===== src/stm_pkg.sv =====
`timescale 1ns / 1ps
// ----------------------------------------------------------------------------
// stm_pkg
// Shared constants, codes and types of the sparse-table range-minimum block.
// ----------------------------------------------------------------------------
package stm_pkg;

  // Table geometry (MAX_LEN is a power of two, so a table address is
  // simply {level, index}).
  localparam int MAX_LEN   = 1024;
  localparam int LEVELS    = 11;
  localparam int IDX_W     = $clog2(MAX_LEN);       // index within a level
  localparam int LVI_W     = $clog2(LEVELS);        // level field of an address
  localparam int LVL_W     = $clog2(LEVELS + 1);    // level counter, holds LEVELS
  localparam int LEN_W     = $clog2(MAX_LEN + 1);   // length, holds MAX_LEN
  localparam int BLK_W     = LEN_W + 1;             // block size, holds 2*MAX_LEN
  localparam int ADDR_W    = LVI_W + IDX_W;
  localparam int MEM_DEPTH = LEVELS * MAX_LEN;

  // Payload widths
  localparam int CMD_W    = 2;
  localparam int CFG_W    = 11;
  localparam int DEPTH_W  = 10;
  localparam int NODE_W   = 16;
  localparam int STATUS_W = 2;
  localparam int DATA_W   = DEPTH_W + NODE_W;  // depth:node, one compare orders a pair

  typedef enum logic [CMD_W-1:0] {
    CMD_LOAD  = 2'd0,
    CMD_BUILD = 2'd1,
    CMD_QUERY = 2'd2,
    CMD_NONE  = 2'd3
  } cmd_e;

  typedef enum logic [STATUS_W-1:0] {
    ST_OK        = 2'd0,
    ST_BAD_RANGE = 2'd1,
    ST_NOT_BUILT = 2'd2
  } status_e;

  typedef logic [ADDR_W-1:0] addr_t;
  typedef logic [DATA_W-1:0] entry_t;

  // One cycle's worth of table port requests
  typedef struct packed {
    logic   we;
    addr_t  waddr;
    entry_t wdata;
    addr_t  raddr_a;
    addr_t  raddr_b;
  } mem_req_t;

  // Smaller of two packed pairs
  function automatic entry_t pair_min(input entry_t a, input entry_t b);
    return (a < b) ? a : b;
  endfunction

endpackage


===== src/stm_query.sv =====
`timescale 1ns / 1ps
// ----------------------------------------------------------------------------
// stm_query
// Query address generation and range check, plus the two-stage result
// pipeline shared by every transaction's response.
// ----------------------------------------------------------------------------
module stm_query (
  input  logic                         clk_i,
  input  logic                         rst_ni,
  input  logic                         issue_i,
  input  logic                         is_query_i,
  input  logic [stm_pkg::IDX_W-1:0]    left_i,
  input  logic [stm_pkg::IDX_W-1:0]    right_i,
  input  logic                         built_i,
  input  logic [stm_pkg::LEN_W-1:0]    built_len_i,
  input  stm_pkg::entry_t              rdata_a_i,
  input  stm_pkg::entry_t              rdata_b_i,
  output stm_pkg::addr_t               raddr_a_o,
  output stm_pkg::addr_t               raddr_b_o,
  output logic                         valid_o,
  output logic [stm_pkg::NODE_W-1:0]   node_o,
  output logic [stm_pkg::DEPTH_W-1:0]  depth_o,
  output logic [stm_pkg::STATUS_W-1:0] status_o
);
  import stm_pkg::*;

  logic [LEN_W-1:0]   span;
  logic [LVI_W-1:0]   lg;
  logic [LEN_W-1:0]   pw;
  logic [IDX_W-1:0]   right_blk;
  status_e            status_c;

  logic               s1_valid_q;
  logic               s1_use_q;
  status_e            s1_status_q;

  logic               out_valid_q;
  logic [NODE_W-1:0]  node_q;
  logic [DEPTH_W-1:0] depth_q;
  status_e            status_q;
  entry_t             m;

  // Block size: floor(log2(span)), clamped to the top level
  assign span = LEN_W'(right_i) - LEN_W'(left_i) + LEN_W'(1);

  always_comb begin
    lg = '0;
    for (int k = 0; k < LEN_W; k++) begin
      if (span[k]) begin
        lg = LVI_W'(k);
      end
    end
    if (lg > LVI_W'(LEVELS - 1)) begin
      lg = LVI_W'(LEVELS - 1);
    end
  end

  assign pw        = LEN_W'(1) << lg;
  assign right_blk = IDX_W'(LEN_W'(right_i) + LEN_W'(1) - pw);
  assign raddr_a_o = {lg, left_i};
  assign raddr_b_o = {lg, right_blk};

  // Range check, table state first
  always_comb begin
    if (!built_i) begin
      status_c = ST_NOT_BUILT;
    end else if ((left_i > right_i) || (LEN_W'(right_i) >= built_len_i)) begin
      status_c = ST_BAD_RANGE;
    end else begin
      status_c = ST_OK;
    end
  end

  assign m = pair_min(rdata_a_i, rdata_b_i);

  // Stage 1 waits for the table read; stage 2 drives the result ports
  always_ff @(posedge clk_i or negedge rst_ni) begin
    if (!rst_ni) begin
      s1_valid_q  <= 1'b0;
      out_valid_q <= 1'b0;
    end else begin
      s1_valid_q  <= issue_i;
      out_valid_q <= s1_valid_q;
    end
  end

  always_ff @(posedge clk_i) begin
    s1_use_q    <= is_query_i && (status_c == ST_OK);
    s1_status_q <= is_query_i ? status_c : ST_OK;
    status_q    <= s1_status_q;
    if (s1_use_q) begin
      node_q  <= m[NODE_W-1:0];
      depth_q <= m[DATA_W-1:NODE_W];
    end else begin
      node_q  <= '0;
      depth_q <= '0;
    end
  end

  assign valid_o  = out_valid_q;
  assign node_o   = node_q;
  assign depth_o  = depth_q;
  assign status_o = status_q;

endmodule


===== config.mk =====
export PLATFORM = sky130hd
export DESIGN_NAME = stm_query
export DESIGN_NICKNAME = d
export VERILOG_FILES = /design/src/stm_pkg.sv /design/src/stm_query.sv
export SDC_FILE = /design/constraint.sdc
export NUM_CORES = 1
export LEC_CHECK = 0
export BUFFER_PORTS_ARGS = -buffer_cell sky130_fd_sc_hd__buf_4
export CORE_UTILIZATION = 45
export DETAILED_ROUTE_END_ITERATION = 16
export HOLD_SLACK_MARGIN = 0.06
export PLACE_DENSITY = 0.83
export REMOVE_ABC_BUFFERS = 1
export SLEW_MARGIN = 20
export SYNTH_ARGS = -nofsm -noshare
export SYNTH_HDL_FRONTEND = slang
export SYNTH_SLANG_ARGS = --single-unit

===== constraint.sdc =====
create_clock -name clk_i -period 8.5 [get_ports clk_i]
set_input_delay 0.425 -clock clk_i [delete_from_list [all_inputs] [get_ports clk_i]]
set_output_delay 0.425 -clock clk_i [all_outputs]
set_load 0.005 [all_outputs]

==> impl_metrics.env <==
export IMPL_seq_power_share_pct=28.0
export IMPL_io_pins=145
export IMPL_final_common_cell="buf_4"
export IMPL_slew_headroom_pct=60.1
export IMPL_critPathMaxFanout=10
export IMPL_cts_setup_buffers=0
export IMPL_leakage_nw=2.69
export IMPL_clock_latency_ns=0.28
export IMPL_synthTopCellsByArea="ha_1, dfxtp_1, mux2i_1"
export IMPL_drt_wl_total_um=9910
export IMPL_antenna_found_initial=0
export IMPL_drt_iter0_markers=102
export IMPL_synth_edf_count=0
export IMPL_cap_viol_max_count=0
export IMPL_vias=3544
export IMPL_comb_power_share_pct=52.6
export IMPL_cts_max_level=2
export IMPL_clkTransAtPathRegs_ns=0.07
export IMPL_initial_core_util_pct=47.1
export IMPL_rsz0062_at_grt="no"
export IMPL_hold_slack_ns=0.252
export IMPL_cts_root_buf="clkbuf_8"
export IMPL_holdBufCountCts=1
export IMPL_synth_warning_count=0
export IMPL_worst_ir_drop_vdd_uv=64.1
export IMPL_drv_slew=0
export IMPL_placed_cell_area_um2=4750
export IMPL_worstMarginPinSlew_ns=0.589
export IMPL_cts_buffers=5
export IMPL_status="finished clean"
export IMPL_yosys_cell_types_count=57
export IMPL_fin_tns_setup_ns=0
export IMPL_ys_seq_elements=33
export IMPL_diodes=0
export IMPL_syn_inst=448
export IMPL_seq_area_frac_synth_pct=18.2
export IMPL_critPathKind="in -> out"
export IMPL_powerDensity_nw_per_um2=122
export IMPL_cp_slowest_cell="o311ai_1"
export IMPL_dieArea_um2=8530
export IMPL_fin_ws_ns=3.11
export IMPL_syn_cell_area_um2=3680
export IMPL_synth_largest_area_cell="ha_1"
export IMPL_syn_area_per_cell_um2=8.21
export IMPL_layout_common_cells="buf_4, ha_1, nand2_1"
export IMPL_dp_slack_ns=3.09
export IMPL_clk_path_buf_depth=2
export IMPL_power_internal_mw=0.379
export IMPL_hold_class="in -> reg"
export IMPL_io_buffers=144
export IMPL_crit_chain="buf_4 -> inv_1 -> ha_1 -> ha_1 -> a2111o_1 -> o311ai_1 -> nor3b_4 -> and4b_1 -> ha_1 -> inv_1 -> ha_1 -> fa_1 -> a21oi_1 -> nor2b_1 -> o31ai_1 -> a21oi_1 -> xnor2_1 -> xnor2_1 -> buf_4"
export IMPL_cts_resized=0
export IMPL_max_stage_delay_ns=0.57
export IMPL_critPathLaunchType="primary input"
export IMPL_first_global_vias=3563
export IMPL_timing_fmax_ghz=0.186
export IMPL_cp_end_kind="output port"
export IMPL_swShare_pct=36.0
export IMPL_routed_via_density=5.21
export IMPL_synthArstFlopShare_pct=6.06
export IMPL_rows=32
export IMPL_power_switching_mw=0.213
export IMPL_hold_viol_final=0
export IMPL_nets=748
export IMPL_ys_flop_type="dfxtp_1"
export IMPL_setup_viol=0
export IMPL_overflow=0
export IMPL_dr_pass1_iters=5
export IMPL_postRouteAntennaNets=0
export IMPL_min_period_over_period_pct=63.4
export IMPL_area_growth_pct=32.5
export IMPL_cp_arrival_ns=4.96
export IMPL_clkSinkCount=33
export IMPL_gp_congestion=0.858
export IMPL_crit_top_cell="ha_1"
export IMPL_min_period_ns=5.39
export IMPL_final_area_um2=4870
export IMPL_skew_ns=0.00495
export IMPL_die_x_um=92.4
export IMPL_cts_tree="built"
export IMPL_grt_max_degree=53
export IMPL_power_frac_clock_pct=19.4
export IMPL_synth_top_area_share_pct=27.6
export IMPL_drive_gt1_share_pct=28.7
export IMPL_hpwl_um=8370
export IMPL_die_h_um=92.4
export IMPL_crit_required_ns=8.08
export IMPL_drc=0
export IMPL_post_drt_wl_per_cell_um=14.6
export IMPL_grt_pass1_wl_um=16100
export IMPL_grt_usage_pct=23.3
export IMPL_coreArea_um2=7810
area by class of cell:
class                      instances  area, um2
multi-input combinational        328       2630
clock buffer                       5       68.8
sequential                        33        671
tap                              102        128
inverter                          62        233
fill                             670       2940
clock inverter                     3       17.5
timing repair buffer             147       1130
stage by stage:
stage	power, mW	utilization, %	instances
floorplan	0.352	-	423
global placement	0.467	60.8	670
detailed placement	0.475	60.8	670
CTS	0.592	62.0	679
global route	0.637	62.4	680
finish	0.592	62.4	680
synth_stat cells, types with 8 or more instances:
library cell	instances
nand3_1	8
mux2i_1	26
a21o_1	12
a21oi_1	26
dfxtp_1	31
buf_4	14
xnor2_1	10
nand2_1	69
inv_1	62
ha_1	81
o21ai_0	11
routing by layer:
layer	GRT usage, %	up-vias	wire (um)
met5	0	-	0
met4	9.90	0	370
li1	-	1781	-
met2	41.4	114	4850
met1	28.0	1619	4240
met3	3.12	30	443
power by group through the flow:
stage	clock, mW	combinational, mW	sequential [mW]
after floorplan	0	0.180	0.173
after global placement	0	0.298	0.169
after detailed placement	0	0.306	0.169
after CTS	0.117	0.309	0.166
after global routing	0.124	0.347	0.166
final	0.115	0.312	0.166
worst max-delay path: cells and delay by family:
kind	cells	cell delay (ns)
compound gates	5	1.68
xor+xnor	2	0.33
fa+ha+maj	5	1.46
buf+inv	4	0.29
simple gates	3	0.80
path summary, 6_finish.rpt:
kind | start | end | slack, ns | cells after the start
max in group asynchronous | rst_ni | valid_o | 7.95 | 2
worst max register to register | s1_use_q | depth_o[0] | 7.35 | 3
worst min register to register | s1_status_q[1] | status_o[1] | 0.33 | 0
worst max-delay path | left_i[5] | raddr_b_o[9] | 3.11 | 19
min in group asynchronous | rst_ni | s1_valid_q | 0.46 | 2
worst min-delay path | issue_i | s1_valid_q | 0.25 | 1
registers in the layout (all words and copies together) (netlist names):
name and cells:
s1_status_q 2, s1_use_q 1, status_o 2, valid_o 1
s1_valid_q 1, node_o 16, depth_o 10
cell families after synthesis:
| kind of cell | Yosys count | share of synthesized area, % |
|---|---|---|
| AND/OR/NAND/NOR | 122 | 16.2 |
| buffers and inverters | 87 | 10.6 |
| flip-flops | 33 | 18.2 |
| XOR/XNOR | 15 | 3.78 |
| AO/OA/AOI/OAI | 82 | 15.5 |
| multiplexers | 26 | 7.08 |
| adder cells (fa/ha/maj) | 83 | 28.7 |
No activity file was read; power rests on OpenSTA's default activity.
