`src/stm_pkg.sv`:
```
`timescale 1ns / 1ps
// ----------------------------------------------------------------------------
// stm_pkg
// Shared constants, codes and types of the sparse-table range-minimum block.
// ----------------------------------------------------------------------------
package stm_pkg;

  // Table geometry (MAX_LEN is a power of two, so a table address is
  // simply {level, index}).
  localparam int MAX_LEN   = 1024;
  localparam int LEVELS    = 11;
  localparam int IDX_W     = $clog2(MAX_LEN);       // index within a level
  localparam int LVI_W     = $clog2(LEVELS);        // level field of an address
  localparam int LVL_W     = $clog2(LEVELS + 1);    // level counter, holds LEVELS
  localparam int LEN_W     = $clog2(MAX_LEN + 1);   // length, holds MAX_LEN
  localparam int BLK_W     = LEN_W + 1;             // block size, holds 2*MAX_LEN
  localparam int ADDR_W    = LVI_W + IDX_W;
  localparam int MEM_DEPTH = LEVELS * MAX_LEN;

  // Payload widths
  localparam int CMD_W    = 2;
  localparam int CFG_W    = 11;
  localparam int DEPTH_W  = 10;
  localparam int NODE_W   = 16;
  localparam int STATUS_W = 2;
  localparam int DATA_W   = DEPTH_W + NODE_W;  // depth:node, one compare orders a pair

  typedef enum logic [CMD_W-1:0] {
    CMD_LOAD  = 2'd0,
    CMD_BUILD = 2'd1,
    CMD_QUERY = 2'd2,
    CMD_NONE  = 2'd3
  } cmd_e;

  typedef enum logic [STATUS_W-1:0] {
    ST_OK        = 2'd0,
    ST_BAD_RANGE = 2'd1,
    ST_NOT_BUILT = 2'd2
  } status_e;

  typedef logic [ADDR_W-1:0] addr_t;
  typedef logic [DATA_W-1:0] entry_t;

  // One cycle's worth of table port requests
  typedef struct packed {
    logic   we;
    addr_t  waddr;
    entry_t wdata;
    addr_t  raddr_a;
    addr_t  raddr_b;
  } mem_req_t;

  // Smaller of two packed pairs
  function automatic entry_t pair_min(input entry_t a, input entry_t b);
    return (a < b) ? a : b;
  endfunction

endpackage

```
`src/stm_builder.sv`:
```
`timescale 1ns / 1ps
// ----------------------------------------------------------------------------
// stm_builder
// Build sequencer: fills level j from pairwise minima of level j-1, one
// entry per cycle, with an idle gap state between levels to drain the write.
// ----------------------------------------------------------------------------
module stm_builder (
  input  logic                      clk_i,
  input  logic                      rst_ni,
  input  logic                      start_i,
  input  logic [stm_pkg::LEN_W-1:0] len_i,
  input  stm_pkg::entry_t           rdata_a_i,
  input  stm_pkg::entry_t           rdata_b_i,
  output stm_pkg::mem_req_t         req_o,
  output logic                      busy_o,
  output logic                      done_o
);
  import stm_pkg::*;

  typedef enum logic [1:0] {
    B_IDLE,
    B_RUN,
    B_GAP,
    B_DONE
  } bstate_e;

  bstate_e           state_q, state_d;
  logic [LVL_W-1:0]  lvl_q, lvl_d;
  logic [BLK_W-1:0]  blk_q, blk_d;
  logic [IDX_W-1:0]  idx_q, idx_d;
  logic [LEN_W-1:0]  n_q, n_d;
  logic              wr_pend_q, wr_pend_d;
  addr_t             wr_addr_q, wr_addr_d;

  logic [LVI_W-1:0]  src_lvl;
  logic [IDX_W-1:0]  half;
  logic              last;
  logic              more;

  // Source level and partner offset of the level being written
  assign src_lvl = LVI_W'(lvl_q - LVL_W'(1));
  assign half    = IDX_W'(blk_q >> 1);
  assign last    = (BLK_W'(idx_q) + blk_q) == BLK_W'(n_q);
  assign more    = (lvl_q < LVL_W'(LEVELS)) && (blk_q <= BLK_W'(n_q));

  // Sequencer
  always_comb begin
    state_d   = state_q;
    lvl_d     = lvl_q;
    blk_d     = blk_q;
    idx_d     = idx_q;
    n_d       = n_q;
    wr_pend_d = 1'b0;
    wr_addr_d = wr_addr_q;
    case (state_q)
      B_IDLE: begin
        if (start_i) begin
          n_d   = len_i;
          lvl_d = LVL_W'(1);
          blk_d = BLK_W'(2);
          idx_d = '0;
          state_d = (BLK_W'(len_i) >= BLK_W'(2)) ? B_RUN : B_DONE;
        end
      end
      B_RUN: begin
        wr_pend_d = 1'b1;
        wr_addr_d = {lvl_q[LVI_W-1:0], idx_q};
        if (last) begin
          lvl_d   = lvl_q + LVL_W'(1);
          blk_d   = blk_q << 1;
          state_d = B_GAP;
        end else begin
          idx_d = idx_q + IDX_W'(1);
        end
      end
      B_GAP: begin
        // last write of the previous level lands this cycle
        idx_d   = '0;
        state_d = more ? B_RUN : B_DONE;
      end
      B_DONE: begin
        state_d = B_IDLE;
      end
      default: begin
        state_d = B_IDLE;
      end
    endcase
  end

  always_ff @(posedge clk_i or negedge rst_ni) begin
    if (!rst_ni) begin
      state_q   <= B_IDLE;
      wr_pend_q <= 1'b0;
      lvl_q     <= '0;
      blk_q     <= '0;
      idx_q     <= '0;
      n_q       <= '0;
      wr_addr_q <= '0;
    end else begin
      state_q   <= state_d;
      wr_pend_q <= wr_pend_d;
      lvl_q     <= lvl_d;
      blk_q     <= blk_d;
      idx_q     <= idx_d;
      n_q       <= n_d;
      wr_addr_q <= wr_addr_d;
    end
  end

  // Table requests: reads issue in RUN, the minimum is written in the cycle after
  always_comb begin
    req_o.we      = wr_pend_q;
    req_o.waddr   = wr_addr_q;
    req_o.wdata   = pair_min(rdata_a_i, rdata_b_i);
    req_o.raddr_a = {src_lvl, idx_q};
    req_o.raddr_b = {src_lvl, idx_q + half};
  end

  assign busy_o = (state_q != B_IDLE);
  assign done_o = (state_q == B_DONE);

endmodule

```
`config.mk`:
```
export PLATFORM = sky130hd
export DESIGN_NAME = stm_builder
export DESIGN_NICKNAME = d
export VERILOG_FILES = /design/src/stm_pkg.sv /design/src/stm_builder.sv
export SDC_FILE = /design/constraint.sdc
export NUM_CORES = 1
export LEC_CHECK = 0
export BUFFER_PORTS_ARGS = -buffer_cell sky130_fd_sc_hd__buf_2
export CAP_MARGIN = 30
export CELL_PAD_IN_SITES_DETAIL_PLACEMENT = 1
export CELL_PAD_IN_SITES_GLOBAL_PLACEMENT = 1
export CORE_AREA = 5 5 120 122
export DETAILED_ROUTE_END_ITERATION = 8
export DIE_AREA = 0 0 125 127
export PLACE_DENSITY = 0.75
export SYNTH_ARGS = -nofsm -noshare
export SYNTH_HDL_FRONTEND = slang
export SYNTH_SLANG_ARGS = --single-unit
```
`constraint.sdc`:
```
create_clock -name clk_i -period 7.86 [get_ports clk_i]
set_clock_uncertainty 0.2 [all_clocks]
set_input_delay 0.786 -clock clk_i [delete_from_list [all_inputs] [get_ports clk_i]]
set_output_delay 0.786 -clock clk_i [all_outputs]
set_load 0.02 [all_outputs]
```
==> flow_metrics.env <==
export IMPL_avgSynthCellArea_um2=8.905
export IMPL_hold_path_class="register to register"
export IMPL_setup_tns_final_ns=0
export IMPL_finalMaxSlewViolations=0
export IMPL_clk_pin_slew_ns=0.08
export IMPL_die_area_um2=15880
export IMPL_startpoint_type="input pin"
export IMPL_fin_nets=755
export IMPL_drv_cap=0
export IMPL_timing_fmax_mhz=244.6
export IMPL_whs_ns=0.2735
export IMPL_clock_sinks=53
export IMPL_detailed_place_hpwl_mm=11.60
export IMPL_cts_buffer_depth=2
export IMPL_cts_made_buffers=5
export IMPL_end_kind="output port"
export IMPL_path_class="input pin to output port"
export IMPL_rows=42
export IMPL_yosys_cell_types_count=57
export IMPL_grt_pass1_vias=4620
export IMPL_rsz0062_at_grt="no"
export IMPL_grt_max_degree=54
export IMPL_dieWidth_um=125
export IMPL_yosysWarnings=0
export IMPL_critPathRequiredTime_ns=6.87
export IMPL_p_sw_share_pct=46.29
export IMPL_ir_worst_vdd_mv=0.2889
export IMPL_slew_headroom_pct=31.09
export IMPL_area_growth_pct=22.61
export IMPL_cts_hold_buffers_added=0
export IMPL_p_seq_share_pct=29.2
export IMPL_fillerInstances=1607
export IMPL_syn_area_um2=4488
export IMPL_postRouteAntennaNets=0
export IMPL_ys_seq_area_share_pct=29.55
export IMPL_first_iter_violations=171
export IMPL_n_antenna_cell=0
export IMPL_gp_congestion=0.9326
export IMPL_p_leak_uw=0.002949
export IMPL_num_vias=4222
export IMPL_io_buffer_count=136
export IMPL_finalWirelength_mm=14.43
export IMPL_drive_above_1_share_pct=30.70
export IMPL_wire_per_inst_um=17.86
export IMPL_syn_nets=628
export IMPL_final_min_clock_period_ns=4.088
export IMPL_cp_max_fo=24
export IMPL_async_flop_share_pct=100.0
export IMPL_finalCritPeriodShare_pct=52.01
export IMPL_cp_arrival_ns=3.10
export IMPL_synth_top_flop_cell="dfrtp_1"
export IMPL_hold_violations=0
export IMPL_postCtsSetupBuffers=0
export IMPL_ys_seq_elements=53
export IMPL_power_internal_uw=833.5
export IMPL_vias_per_cell=5.225
export IMPL_status="complete, no violations"
export IMPL_cts_resized=0
export IMPL_power_density_nw_per_um2=282.0
export IMPL_core_area_um2=13090
export IMPL_cts_root_buf="clkbuf_16"
export IMPL_h_tree_depth=2
export IMPL_power_switching_uw=718.5
export IMPL_first_pass_iters=4
export IMPL_setup_viol=0
export IMPL_overflow=0
export IMPL_remaining_drc_errors=0
export IMPL_p_comb_share_pct=53.6
export IMPL_syn_inst=504
export IMPL_worst_slew_pin_slew_ns=1.030
export IMPL_antenna_found_initial=0
export IMPL_clk_latency_ns=0.31
export IMPL_p_clk_share_pct=17.3
export IMPL_io_pins=137
export IMPL_track_usage_pct=18.36
export IMPL_cts_tree="done"
export IMPL_grt_pass1_wl_mm=24.06
export IMPL_die_h_um=127
export IMPL_start_util_pct=34.30
export IMPL_synth_edff_count=0
logic make-up after synthesis:
logic type               after synthesis  synth area share (%)
XOR/XNOR                              28                 5.464
AO/OA/AOI/OAI                        118                 16.36
buffers and inverters                 70                 6.607
adder cells (fa/ha/maj)               58                 16.50
AND/OR/NAND/NOR                      136                 15.31
flip-flops                            53                 29.55
multiplexers                          41                 10.20
critical path, cell delays in order:
cell and delay [ns]:
buf_2 0.10, inv_1 0.04, ha_1 0.29, a21oi_1 0.15, nor2b_1 0.06, o21ai_0 0.14
nand2b_1 0.07, a211oi_1 0.24, o21ai_0 0.16, a21oi_2 0.18, buf_4 0.34, mux2_2 0.38
buf_2 0.16
metrics by stage:
step | utilization, % | total power, uW | worst slack [ns] | instance area [um2] | instances
floorplan | - | 1022 | 4.108 | 4488 | 504
detailed placement | 40.52 | 1285 | 3.747 | 5303 | 799
global placement | 40.52 | 1241 | 3.800 | 5303 | 799
finish | 42.05 | 1552 | 3.772 | 5503 | 808
global route | 42.05 | 1676 | 3.572 | 5503 | 808
CTS | 41.84 | 1563 | 3.739 | 5475 | 807
final timing paths:
path                                     startpoint                  endpoint  slack, ns  cells past startpoint
max in group asynchronous                    rst_ni  wr_addr_q[9]$_DFFE_PN0P_       6.59                      2
max                                   rdata_b_i[19]                 req_o[29]       3.77                     13
min reg2reg                wr_addr_q[3]$_DFFE_PN0P_  wr_addr_q[3]$_DFFE_PN0P_       0.27                      2
min in group asynchronous                    rst_ni        n_q[7]$_DFFE_PN0P_       0.41                      2
min                        wr_addr_q[3]$_DFFE_PN0P_  wr_addr_q[3]$_DFFE_PN0P_       0.27                      2
max reg2reg                    idx_q[1]$_DFFE_PN0P_      idx_q[0]$_DFFE_PN0P_       3.89                     10
layer usage:
metal  share of wire [%]  vias up  GRT usage (%)
met5                   0        -              0
met4                 1.6        0          4.656
met3                 6.4       14          4.549
met2                  48      155          32.33
met1                  44     2011          22.60
li1                    -     2042              -
power by group through the flow:
stage	clock, uW	sequential [uW]	combinational (uW)
CTS	274	453	836
global route	285	468	923
finish	268	452	831
floorplan	0	457	565
detailed placement	0	458	827
global placement	0	454	788
layout by cell type (no fill, tap or decap), drive strengths merged, types with 4 or more instances in the layout:
| master | count |
|---|---|
| clkbuf | 5 |
| mux2 | 38 |
| nor4 | 9 |
| and3 | 7 |
| inv | 51 |
| a21oi | 32 |
| and2 | 4 |
| nor2 | 11 |
| ha | 56 |
| xor2 | 13 |
| o21a | 4 |
| dfrtp | 53 |
| buf | 140 |
| o21ai | 36 |
| o22ai | 4 |
| a21o | 17 |
| nor4b | 4 |
| nor3 | 9 |
| nand2 | 64 |
| nand3 | 10 |
| nand4 | 8 |
| xnor2 | 15 |
sequential cells by signal, summed over array words and instances, names as in the netlist:
| name | count |
|---|---|
| wr_pend_q | 1 |
| blk_q | 11 |
| n_q | 11 |
| wr_addr_q | 14 |
| state_q | 2 |
| lvl_q | 4 |
| idx_q | 10 |
synthesized netlist by cell type (3+ instances only):
master,instances,area share [%]
a211o_1,3,0.59
a21o_1,17,2.8
a21oi_1,30,3.3
a31oi_1,3,0.42
and2_1,4,0.56
and3_1,6,0.84
buf_2,6,0.67
buf_4,5,0.84
clkbuf_1,8,0.67
dfrtp_1,53,30
ha_1,56,16
inv_1,49,4.1
mux2_2,37,9.3
mux2i_1,3,0.67
nand2_1,64,5.4
nand2b_1,3,0.42
nand3_1,10,1.1
nand4_1,7,0.98
nor2_1,11,0.92
nor3_1,7,0.78
nor4_1,8,1.1
nor4b_1,4,0.78
o21a_1,4,0.67
o21ai_0,34,3.8
o21bai_1,3,0.50
o22ai_1,4,0.56
xnor2_1,15,2.9
xor2_1,13,2.5
area by class of cell:
type / count / area, um2 / share of cell area, %
sequential: 53 / 1326 / 24.10
inverter: 50 / 187.7 / 3.411
multi-input combinational: 381 / 2865 / 52.07
tap: 176 / 220.2 / 4.002
clock inverter: 3 / 47.55 / 0.8640
timing repair buffer: 140 / 730.7 / 13.28
clock buffer: 5 / 125.1 / 2.274
(Power assumes the default switching activity.)
